$ cat src/rtl/swrl_pkg.sv
// ============================================================================
// swrl_pkg
// Shared types and constants of the sliding-window rate limiter.
// ============================================================================
package swrl_pkg;

    localparam int MAX_REQ_W   = 7;
    localparam int WINDOW_W    = 32;
    localparam int COUNT_OUT_W = 7;
    localparam int CFG_DATA_W  = 32;
    localparam int CFG_IDX_W   = 1;

    localparam logic [CFG_IDX_W-1:0] CFG_MAX_REQUESTS = 1'd0;
    localparam logic [CFG_IDX_W-1:0] CFG_WINDOW_TICKS = 1'd1;

    localparam logic [MAX_REQ_W-1:0] MAX_REQ_RESET = 7'd5;
    localparam logic [WINDOW_W-1:0]  WINDOW_RESET  = 32'd1000;

    typedef enum logic [1:0] {
        ST_IDLE,
        ST_CHECK,
        ST_DECIDE,
        ST_DELIVER
    } ctrl_state_t;

endpackage

$ cat src/rtl/sliding_window_rate_limiter_top.sv
// ============================================================================
// sliding_window_rate_limiter_top
// Sliding-window log rate limiter with configuration registers.
// ============================================================================
// Each input word is one request stamped with now_time. The block first drops
// log entries whose age (now_time minus grant time, modulo 2^TIME_BITS) is
// strictly greater than window_ticks, then grants and logs the request if
// fewer than min(max_requests, MAX_SLOTS) grants remain, and returns one
// result word with granted and the count left in the window. A request with an
// empty log goes straight to the decision; otherwise the head entry is read and
// expired entries are popped until one has not expired or the log is empty;
// the popping loop runs at one log memory read per cycle. Configuration writes
// are always taken and must only be issued while no request is in progress.
module sliding_window_rate_limiter_top
    import swrl_pkg::*;
#(
    parameter int MAX_SLOTS = 64,
    parameter int TIME_BITS = 32
) (
    input  logic                   clk,
    input  logic                   rst_n,
    input  logic                   in_valid,
    output logic                   in_ready,
    input  logic [TIME_BITS-1:0]   now_time,
    output logic                   out_valid,
    input  logic                   out_ready,
    output logic                   granted,
    output logic [COUNT_OUT_W-1:0] in_window_count,
    input  logic                   cfg_valid,
    output logic                   cfg_ready,
    input  logic [CFG_IDX_W-1:0]   cfg_index,
    input  logic [CFG_DATA_W-1:0]  cfg_data
);

    localparam int IDX_W = (MAX_SLOTS > 1) ? $clog2(MAX_SLOTS) : 1;
    localparam int CNT_W = $clog2(MAX_SLOTS + 1);

    logic [MAX_REQ_W-1:0] max_req_reg;
    logic [WINDOW_W-1:0]  window_reg;
    logic                 cfg_write;

    logic                 wr_en;
    logic [IDX_W-1:0]     wr_addr;
    logic [TIME_BITS-1:0] wr_data;
    logic                 rd_en;
    logic [IDX_W-1:0]     rd_addr;
    logic [TIME_BITS-1:0] rd_data;

    assign cfg_ready = 1'b1;
    assign cfg_write = cfg_valid && cfg_ready;

    always_ff @(posedge clk or negedge rst_n)
    begin
        if (!rst_n)
        begin
            max_req_reg <= MAX_REQ_RESET;
            window_reg  <= WINDOW_RESET;
        end
        else if (cfg_write)
        begin
            case (cfg_index)
                CFG_MAX_REQUESTS:
                begin
                    max_req_reg <= cfg_data[MAX_REQ_W-1:0];
                end
                CFG_WINDOW_TICKS:
                begin
                    window_reg <= cfg_data[WINDOW_W-1:0];
                end
                default:
                begin
                end
            endcase
        end
    end

    swrl_ctrl #(
        .MAX_SLOTS (MAX_SLOTS),
        .TIME_BITS (TIME_BITS),
        .IDX_W     (IDX_W),
        .CNT_W     (CNT_W)
    ) u_ctrl (
        .clk             (clk),
        .rst_n           (rst_n),
        .in_valid        (in_valid),
        .in_ready        (in_ready),
        .now_time        (now_time),
        .out_valid       (out_valid),
        .out_ready       (out_ready),
        .granted         (granted),
        .in_window_count (in_window_count),
        .max_requests    (max_req_reg),
        .window_ticks    (window_reg),
        .wr_en           (wr_en),
        .wr_addr         (wr_addr),
        .wr_data         (wr_data),
        .rd_en           (rd_en),
        .rd_addr         (rd_addr),
        .rd_data         (rd_data)
    );

    swrl_log_mem #(
        .DEPTH (MAX_SLOTS),
        .WIDTH (TIME_BITS),
        .IDX_W (IDX_W)
    ) u_log_mem (
        .clk     (clk),
        .wr_en   (wr_en),
        .wr_addr (wr_addr),
        .wr_data (wr_data),
        .rd_en   (rd_en),
        .rd_addr (rd_addr),
        .rd_data (rd_data)
    );

endmodule

$ cat src/rtl/swrl_log_mem.sv
// ============================================================================
// swrl_log_mem
// Grant time log: one write port and one read port, registered read data.
// ============================================================================
module swrl_log_mem #(
    parameter int DEPTH = 64,
    parameter int WIDTH = 32,
    parameter int IDX_W = 6
) (
    input  logic             clk,
    input  logic             wr_en,
    input  logic [IDX_W-1:0] wr_addr,
    input  logic [WIDTH-1:0] wr_data,
    input  logic             rd_en,
    input  logic [IDX_W-1:0] rd_addr,
    output logic [WIDTH-1:0] rd_data
);

    logic [WIDTH-1:0] mem [DEPTH];
    logic [WIDTH-1:0] rd_data_reg;

    always_ff @(posedge clk)
    begin
        if (wr_en)
        begin
            mem[wr_addr] <= wr_data;
        end
    end

    always_ff @(posedge clk)
    begin
        if (rd_en)
        begin
            rd_data_reg <= mem[rd_addr];
        end
    end

    assign rd_data = rd_data_reg;

endmodule

$ cat src/rtl/swrl_ctrl.sv
// ============================================================================
// swrl_ctrl
// Request sequencer: pops expired entries from the log head one per cycle,
// then grants and appends or denies, and holds the result for the output.
// ============================================================================
module swrl_ctrl
    import swrl_pkg::*;
#(
    parameter int MAX_SLOTS = 64,
    parameter int TIME_BITS = 32,
    parameter int IDX_W     = 6,
    parameter int CNT_W     = 7
) (
    input  logic                   clk,
    input  logic                   rst_n,
    input  logic                   in_valid,
    output logic                   in_ready,
    input  logic [TIME_BITS-1:0]   now_time,
    output logic                   out_valid,
    input  logic                   out_ready,
    output logic                   granted,
    output logic [COUNT_OUT_W-1:0] in_window_count,
    input  logic [MAX_REQ_W-1:0]   max_requests,
    input  logic [WINDOW_W-1:0]    window_ticks,
    output logic                   wr_en,
    output logic [IDX_W-1:0]       wr_addr,
    output logic [TIME_BITS-1:0]   wr_data,
    output logic                   rd_en,
    output logic [IDX_W-1:0]       rd_addr,
    input  logic [TIME_BITS-1:0]   rd_data
);

    localparam int CMP_W = (TIME_BITS > WINDOW_W) ? TIME_BITS : WINDOW_W;
    localparam int LIM_W = (CNT_W > MAX_REQ_W) ? CNT_W : MAX_REQ_W;
    localparam int SUM_W = ((IDX_W > CNT_W) ? IDX_W : CNT_W) + 1;

    ctrl_state_t                state_reg, state_next;
    logic [TIME_BITS-1:0]       now_reg, now_next;
    logic [IDX_W-1:0]           head_reg, head_next;
    logic [CNT_W-1:0]           count_reg, count_next;
    logic                       res_granted_reg, res_granted_next;
    logic                       out_valid_reg, out_valid_next;
    logic                       out_granted_reg, out_granted_next;
    logic [COUNT_OUT_W-1:0]     out_count_reg, out_count_next;

    logic                       accept;
    logic                       expired;
    logic                       grant_ok;
    logic                       out_free;
    logic [TIME_BITS-1:0]       age;
    logic [IDX_W-1:0]           head_inc;
    logic [SUM_W-1:0]           tail_sum;
    logic [SUM_W-1:0]           tail_wrap;

    assign in_ready = (state_reg == ST_IDLE);
    assign accept   = in_valid && in_ready;
    assign out_free = !out_valid_reg || out_ready;

    assign age      = now_reg - rd_data;
    assign expired  = CMP_W'(age) > CMP_W'(window_ticks);
    assign head_inc = (head_reg == IDX_W'(MAX_SLOTS - 1)) ? '0 : head_reg + 1'b1;

    assign tail_sum  = SUM_W'(head_reg) + SUM_W'(count_reg);
    assign tail_wrap = (tail_sum >= SUM_W'(MAX_SLOTS)) ? tail_sum - SUM_W'(MAX_SLOTS)
                                                       : tail_sum;

    assign grant_ok = (LIM_W'(count_reg) < LIM_W'(max_requests))
                   && (count_reg < CNT_W'(MAX_SLOTS));

    always_comb
    begin
        state_next = state_reg;
        case (state_reg)
            ST_IDLE:
            begin
                if (accept)
                begin
                    state_next = (count_reg != '0) ? ST_CHECK : ST_DECIDE;
                end
            end
            ST_CHECK:
            begin
                if (!expired || count_reg == CNT_W'(1))
                begin
                    state_next = ST_DECIDE;
                end
            end
            ST_DECIDE:
            begin
                state_next = ST_DELIVER;
            end
            ST_DELIVER:
            begin
                if (out_free)
                begin
                    state_next = ST_IDLE;
                end
            end
            default:
            begin
                state_next = ST_IDLE;
            end
        endcase
    end

    always_comb
    begin
        now_next         = now_reg;
        head_next        = head_reg;
        count_next       = count_reg;
        res_granted_next = res_granted_reg;
        out_valid_next   = out_valid_reg && !out_ready;
        out_granted_next = out_granted_reg;
        out_count_next   = out_count_reg;
        rd_en            = 1'b0;
        rd_addr          = head_reg;
        wr_en            = 1'b0;
        wr_addr          = tail_wrap[IDX_W-1:0];
        wr_data          = now_reg;
        case (state_reg)
            ST_IDLE:
            begin
                if (accept)
                begin
                    now_next = now_time;
                    rd_en    = (count_reg != '0);
                end
            end
            ST_CHECK:
            begin
                if (expired)
                begin
                    head_next  = head_inc;
                    count_next = count_reg - 1'b1;
                    rd_en      = (count_reg != CNT_W'(1));
                    rd_addr    = head_inc;
                end
            end
            ST_DECIDE:
            begin
                wr_en            = grant_ok;
                count_next       = count_reg + CNT_W'(grant_ok);
                res_granted_next = grant_ok;
            end
            ST_DELIVER:
            begin
                if (out_free)
                begin
                    out_valid_next   = 1'b1;
                    out_granted_next = res_granted_reg;
                    out_count_next   = COUNT_OUT_W'(count_reg);
                end
            end
            default:
            begin
            end
        endcase
    end

    always_ff @(posedge clk or negedge rst_n)
    begin
        if (!rst_n)
        begin
            state_reg     <= ST_IDLE;
            head_reg      <= '0;
            count_reg     <= '0;
            out_valid_reg <= 1'b0;
        end
        else
        begin
            state_reg     <= state_next;
            head_reg      <= head_next;
            count_reg     <= count_next;
            out_valid_reg <= out_valid_next;
        end
    end

    always_ff @(posedge clk)
    begin
        now_reg         <= now_next;
        res_granted_reg <= res_granted_next;
        out_granted_reg <= out_granted_next;
        out_count_reg   <= out_count_next;
    end

    assign out_valid       = out_valid_reg;
    assign granted         = out_granted_reg;
    assign in_window_count = out_count_reg;

    a_count_bound: assert property (@(posedge clk) disable iff (!rst_n)
        count_reg <= CNT_W'(MAX_SLOTS))
        else $error("Log count exceeds capacity.");

    a_check_nonempty: assert property (@(posedge clk) disable iff (!rst_n)
        state_reg == ST_CHECK |-> count_reg != '0)
        else $error("Head check with an empty log.");

    a_no_rw_overlap: assert property (@(posedge clk) disable iff (!rst_n)
        wr_en |-> !rd_en)
        else $error("Log read and write in the same cycle.");

    a_append_counts: assert property (@(posedge clk) disable iff (!rst_n)
        wr_en |=> count_reg == $past(count_reg) + 1'b1)
        else $error("Append did not advance the count.");

endmodule
$ cat config.mk
export PLATFORM = sky130hd
export DESIGN_NAME = sliding_window_rate_limiter_top
export DESIGN_NICKNAME = d
export VERILOG_FILES = /design/src/rtl/swrl_pkg.sv /design/src/rtl/sliding_window_rate_limiter_top.sv /design/src/rtl/swrl_log_mem.sv /design/src/rtl/swrl_ctrl.sv
export SDC_FILE = /design/constraint.sdc
export NUM_CORES = 2
export LEC_CHECK = 0
export ABC_AREA = 0
export BUFFER_PORTS_ARGS = -buffer_cell sky130_fd_sc_hd__buf_2
export CAP_MARGIN = 20
export CORE_AREA = 2 2 498 500
export CTS_BUF_LIST = sky130_fd_sc_hd__clkbuf_8
export CTS_CLUSTER_SIZE = 8
export DETAILED_ROUTE_END_ITERATION = 6
export DIE_AREA = 0 0 500 502
export PLACE_DENSITY = 0.48
export SLEW_MARGIN = 10
export SYNTH_ARGS = -nofsm -noshare
export SYNTH_HDL_FRONTEND = slang
export SYNTH_HIERARCHICAL = 1
export SYNTH_SLANG_ARGS = --single-unit
$ cat constraint.sdc
create_clock -name clk -period 6.9 [get_ports clk]
set_clock_uncertainty 0.2 [all_clocks]
set_input_delay 0.345 -clock clk [delete_from_list [all_inputs] [get_ports clk]]
set_output_delay 0.345 -clock clk [all_outputs]
set_load 0.01 [all_outputs]
* Word-level counts from Yosys, hierarchy flattened
Memory sizes are Yosys's and may differ from the RTL's. A register that Yosys moved wholly into a read port is not among the register bits.
Index checks and enable logic that the tools add are counted.
** Operators by class
- $add $sub $neg :: 6
- $mul :: 0
- Divide/modulo/power cells :: 0
- $lt $le $gt $ge :: 4
- Eq/ne operators :: 10
- Shift-type cells :: 0
- Mux-type cells :: 19
- Bitwise gates (word level) :: 1
- Reductions and logical operators :: 17
** Operators by type and width (count)
- 32-bit > comparator :: 1
- 32-bit subtractor :: 1
- 6-bit two-way mux :: 4
- 7-bit case mux with 2 select lines :: 1
- 2-bit AND reduction :: 5
- 6-bit by 7-bit adder with 8-bit output :: 1
- 8-bit by 7-bit >= comparator with 1-bit output (second input constant) :: 1
- 2-bit two-way mux :: 4
- 2-bit case mux with 4 select lines :: 1
- 7-bit by 1-bit adder with 7-bit output :: 1
- 7-bit by 1-bit == test with 1-bit output (second input constant) :: 1
- 7-bit less-than comparator :: 1
- 7-bit less-than comparator (second input constant) :: 1
- 1-bit two-way mux :: 7
- 7-bit two-way mux :: 1
- 7-bit by 1-bit != test with 1-bit output (second input constant) :: 1
- 7-bit nonzero test :: 1
- 7-bit by 1-bit subtractor with 7-bit output (second input constant) :: 1
- 6-bit by 1-bit adder with 6-bit output (second input constant) :: 1
- 6-bit == test (second input constant) :: 1
- 2-bit by 1-bit != test with 1-bit output (second input constant) :: 3
- 6-bit by 1-bit subtractor with 6-bit output (second input constant) :: 1
- 2-bit == test (second input constant) :: 2
- 1-bit logical AND :: 3
- other kinds (9) :: 12
** Word-level totals
- Bits in registers :: 96
- Latch bits :: 0
- Memory bits (writable) :: 2048
- ROM bits :: 0
- Output and inout bits :: 11
- Logic and storage cells :: 68
- Memories :: 1
** Memories
- u_log_mem.mem :: words 64, width 32, read ports 1, clocked after memory_dff 1, write ports 1, RTL line swrl_log_mem.sv:19 : logic [WIDTH-1:0] mem [DEPTH];

* Depth between registers and ports, before layout
- Depth after elaboration :: 6
- Depth in mapped cells :: 31

* By module
Netlist, hierarchy kept.
** By module, submodules not included
- swrl_log_mem :: instances 1, cells an instance 3324, area each 78835.6 um2
- swrl_ctrl :: instances 1, cells an instance 547, area each 5036.1 um2
- sliding_window_rate_limiter_top :: instances 1, cells an instance 86, area each 1629.1 um2

* Worst setup path after synthesis
No wires, ideal clock.
- Kind :: register -> register
- From :: register u_ctrl.now_reg[0], in the netlist u_ctrl/wr_data[0]
- To :: register u_log_mem.rd_data_reg[17], in the netlist u_log_mem/rd_data[17], read port of u_log_mem.mem, data pin
- Arrival time :: 6.656 ns
- Required time :: 6.436 ns
- Path slack :: -0.220 ns
- Stages on the path, launching flop included :: 28
- Clock period less this slack :: 7.120 ns
- Path through :: edfxtp_1 > inv_1 > ha_1 > inv_1 > fa_1 > a21o_1 > a221o_1 > o21ai_1 > a211oi_2 > nor4_2 > nor3b_2 > a221oi_2 > o21a_1 > o311ai_1 > ha_1 > nand4_1 > nor4_1 > o21ai_1 > a21o_1 > clkbuf_1 > o41ai_1 > buf_2 > buf_2 > clkbuf_1 > clkbuf_1 > nor2_1 > o32ai_1 > nor3_1
** On the way
- Cells in the longest elaborated chain, start to end :: 4
** Ends and longest elaborated chain
- start: declaration :: RTL line swrl_ctrl.sv:38 : logic [TIME_BITS-1:0] now_reg, now_next;
- start signal: assignment :: RTL line swrl_ctrl.sv:180 : now_reg <= now_next;
- 32-bit subtractor :: RTL line swrl_ctrl.sv:59 : assign age = now_reg - rd_data;
- 32-bit > comparator :: RTL line swrl_ctrl.sv:60 : assign expired = CMP_W'(age) > CMP_W'(window_ticks);
- 6-bit two-way mux (2 in series)
- named net rd_addr[3] :: RTL line sliding_window_rate_limiter_top.sv:46 : logic [IDX_W-1:0] rd_addr;
- end: declaration :: RTL line swrl_log_mem.sv:20 : logic [WIDTH-1:0] rd_data_reg;
The timed path passes the listed nets, and every way through them passes these cells.
A chain may end at the register's enable or synchronous reset.

* Worst setup path in the final report
- From :: register u_ctrl.now_reg[0], in the netlist u_ctrl/wr_data[0]
- To :: register u_log_mem.rd_data_reg[20], in the netlist u_log_mem/rd_data[20], read port of u_log_mem.mem, data pin
Same word-level chain as after synthesis.

==> flow_summary.json <==
{
  "drt-initial-drc-count": 5009,
  "track_usage": 0.208,
  "grt_overflow": 0,
  "die_area_um2": 251000,
  "crit_required_ns": 7.52,
  "fin_cells": 8439,
  "hold_viol": 0,
  "grt_pass1_wl_um": 365000,
  "routabilityCongestion": 0.830,
  "finish.utilization": 0.426,
  "max_cap_viol_count": 0,
  "fp.coreArea_um2": 245000,
  "start_util": 0.349,
  "holdWs_ns": 0.143,
  "outcome": "finished, violations left",
  "die_x_um": 500,
  "async_flop_share": 0.0253,
  "place_area_um2": 94400,
  "synth_edf_count": 2121,
  "synth.most_common_cell": "edfxtp_1",
  "synth_top_area_share": 0.745,
  "setup_viol": 18,
  "p_leak_nw": 35.1,
  "syn-cell-area_um2": 85500,
  "critPathMaxStageDelay_ns": 0.50,
  "row_count": 182,
  "drc": 0,
  "critPathKind": "reg2reg",
  "slowest_stage": "mux2_8",
  "via_per_inst": 5.37,
  "end_kind": "flip-flop",
  "chipHeight_um": 502,
  "tritoncts": "yes",
  "fin_crit_sh": 1.02,
  "fin_ws_ns": -0.108,
  "largest_reg_flops": 2048,
  "nets": 5101,
  "finalSetupTns_ns": -0.580,
  "grt_max_degree": 65,
  "drive_gt1_frac": 0.363,
  "clk_latency_ns": 1.12,
  "vias": 45400,
  "numPortBuffers": 79,
  "rsz0062_at_grt": "yes",
  "crit_arrival_ns": 7.63,
  "antenna_found_initial": 12,
  "yosys_warnings": 6,
  "drtAntennaViolNets": 0,
  "cts_buffer_depth": 4,
  "relSlewSlack": 0.236,
  "wl_per_cell_um": 31.3,
  "yosysSeqAreaShare": 0.761,
  "syn_area_per_cell_um2": 21.6,
  "hpwl_um": 160000,
  "tightest_slew_ns": 1.14,
  "h-tree-depth": 5,
  "power_density_nw_per_um2": 492,
  "synth.area.top_cells": "edfxtp_1 74%, mux4_2 14%, dfrtp_1 1.4%, ha_1 1.2%, mux2i_1 1.1%",
  "design_area_um2": 105000,
  "first_global_vias": 46400,
  "io_pins": 81,
  "cts_buffers": 384,
  "syn_nets": 4112,
  "period_needed_ns": 7.01,
  "worstHoldPathType": "in2reg",
  "cp_max_fo": 9,
  "syn_to_final_growth_pct": 22.3,
  "cp-start-kind": "flip-flop",
  "ys.flop_type": "edfxtp_1",
  "crit_top_cell": "buf_4",
  "clock.fmax_ghz": 0.143,
  "violations": "negative setup slack",
  "placed_cells": 7573,
  "clk_pin_slew_worst_paths_ns": 0.06,
  "synthCells": 3957,
  "drt_pre_antenna_iters": 6,
  "synth_common_cells": "2,121 x edfxtp_1, 544 x mux4_2, 157 x nor2_1",
  "peakVddDrop_v": 0.000320,
  "ys_ff_latch": 2176,
  "synth_cell_types": 74,
  "cts_root_buf": "clkbuf_8",
  "final_max_slew_viol_count": 0,
  "yosys.area.top_type": "edfxtp_1",
  "regMostFlops": "u_log_mem/mem",
  "wirelength_um": 264000,
  "clock_sinks": 2176
}
==> metal layers <==
metal  routed length [um]  vias up  track usage
met4                 5600        0       0.0538
li1                     -    18600            -
met3                17200      316       0.0393
met2               125000     1668        0.328
met1               116000    24800        0.295
met5                    0        -            0
==> path summary, 6_finish.rpt <==
| path | start | end | slack [ns] | cells past startpoint |
|---|---|---|---|---|
| max | u_ctrl/wr_data[0] | u_log_mem/rd_data[20] | -0.11 | 32 |
| min | cfg_index | window_reg[23] | 0.14 | 4 |
| max reg2reg | u_ctrl/wr_data[0] | u_log_mem/rd_data[20] | -0.11 | 32 |
| min reg2reg | u_ctrl/res_granted_reg | u_ctrl/granted | 0.22 | 0 |
| max in group asynchronous | rst_n | window_reg[30] | 5.66 | 4 |
| min in group asynchronous | rst_n | window_reg[2] | 0.31 | 4 |
==> cells in the final DEF, fill, tap and decap left out, types with 47 or more instances in the layout <==
cell,netlist,routed
buf_4,27,433
ha_1,83,77
inv_1,93,213
dfrtp_1,47,47
buf_12,0,74
a21oi_1,102,79
dlygate4sd3_1,0,138
mux2i_1,95,85
nor2_1,157,87
edfxtp_1,2121,2121
mux4_2,544,544
buf_2,57,79
clkbuf_8,0,395
nand2_1,62,60
o22ai_1,87,58
clkinv_1,0,96
nor2_4,0,62
==> cell type report <==
cell class                      count  area, um^2
Clock buffer                      395        5440
Multi-Input combinational cell   1497       20400
Timing Repair Buffer              794        8010
Tap cell                         3220        4030
Fill cell                       21400      141000
Sequential cell                  2176       65100
Antenna cell                        4        10.0
Clock inverter                    260        1240
Inverter                           93         349
==> through the flow <==
step / power, mW / worst slack (ns)
after floorplan: 29.0 / 0.0600
after global placement: 38.4 / -0.786
after detailed placement: 38.4 / -0.737
after CTS: 50.7 / -0.0520
after global routing: 53.6 / -0.336
final: 51.4 / -0.108
==> cells by family after synthesis <==
| logic type | count (synthesis) | share of synthesized area |
|---|---|---|
| AOI/OAI and AO/OA | 344 | 0.0264 |
| xor gates and xnor gates | 40 | 0.00410 |
| adders and majority gates | 85 | 0.0126 |
| buffers and inverters | 284 | 0.0152 |
| DFF | 2176 | 0.761 |
| muxes | 680 | 0.161 |
| other | 1 | 0.0000439 |
| and+or+nand+nor | 347 | 0.0191 |
==> what timing repair did <==
action | CTS | global route
gates cloned | 12 | 10
buffers inserted | 27 | 24
pin swaps | 56 | 31
endpoints found under the hold margin | 169 | 0
hold buffers | 138 | 0
endpoints found under the setup margin | 32 | 32
resized for setup | 126 | 92
==> report_power, final <==
group / internal [mW] / switching [mW] / total [mW] / leakage (nW)
Clock: 5.52 / 5.22 / 10.7 / 3.88
Combinational: 12.0 / 12.8 / 24.9 / 11.4
Sequential: 15.5 / 0.297 / 15.8 / 19.7
==> worst max-delay path, delay by kind of cell, from the launching register on <==
kind                       cells  cell delay, ns
xor gates and xnor gates       1            0.06
muxes                          3            1.16
buffers and inverters         10            1.38
and+or+nand+nor                6            0.79
AOI/OAI and AO/OA              9            1.93
DFF                            1            0.41
adders and majority gates      3            0.75
Power figures use the tool's default switching activity.
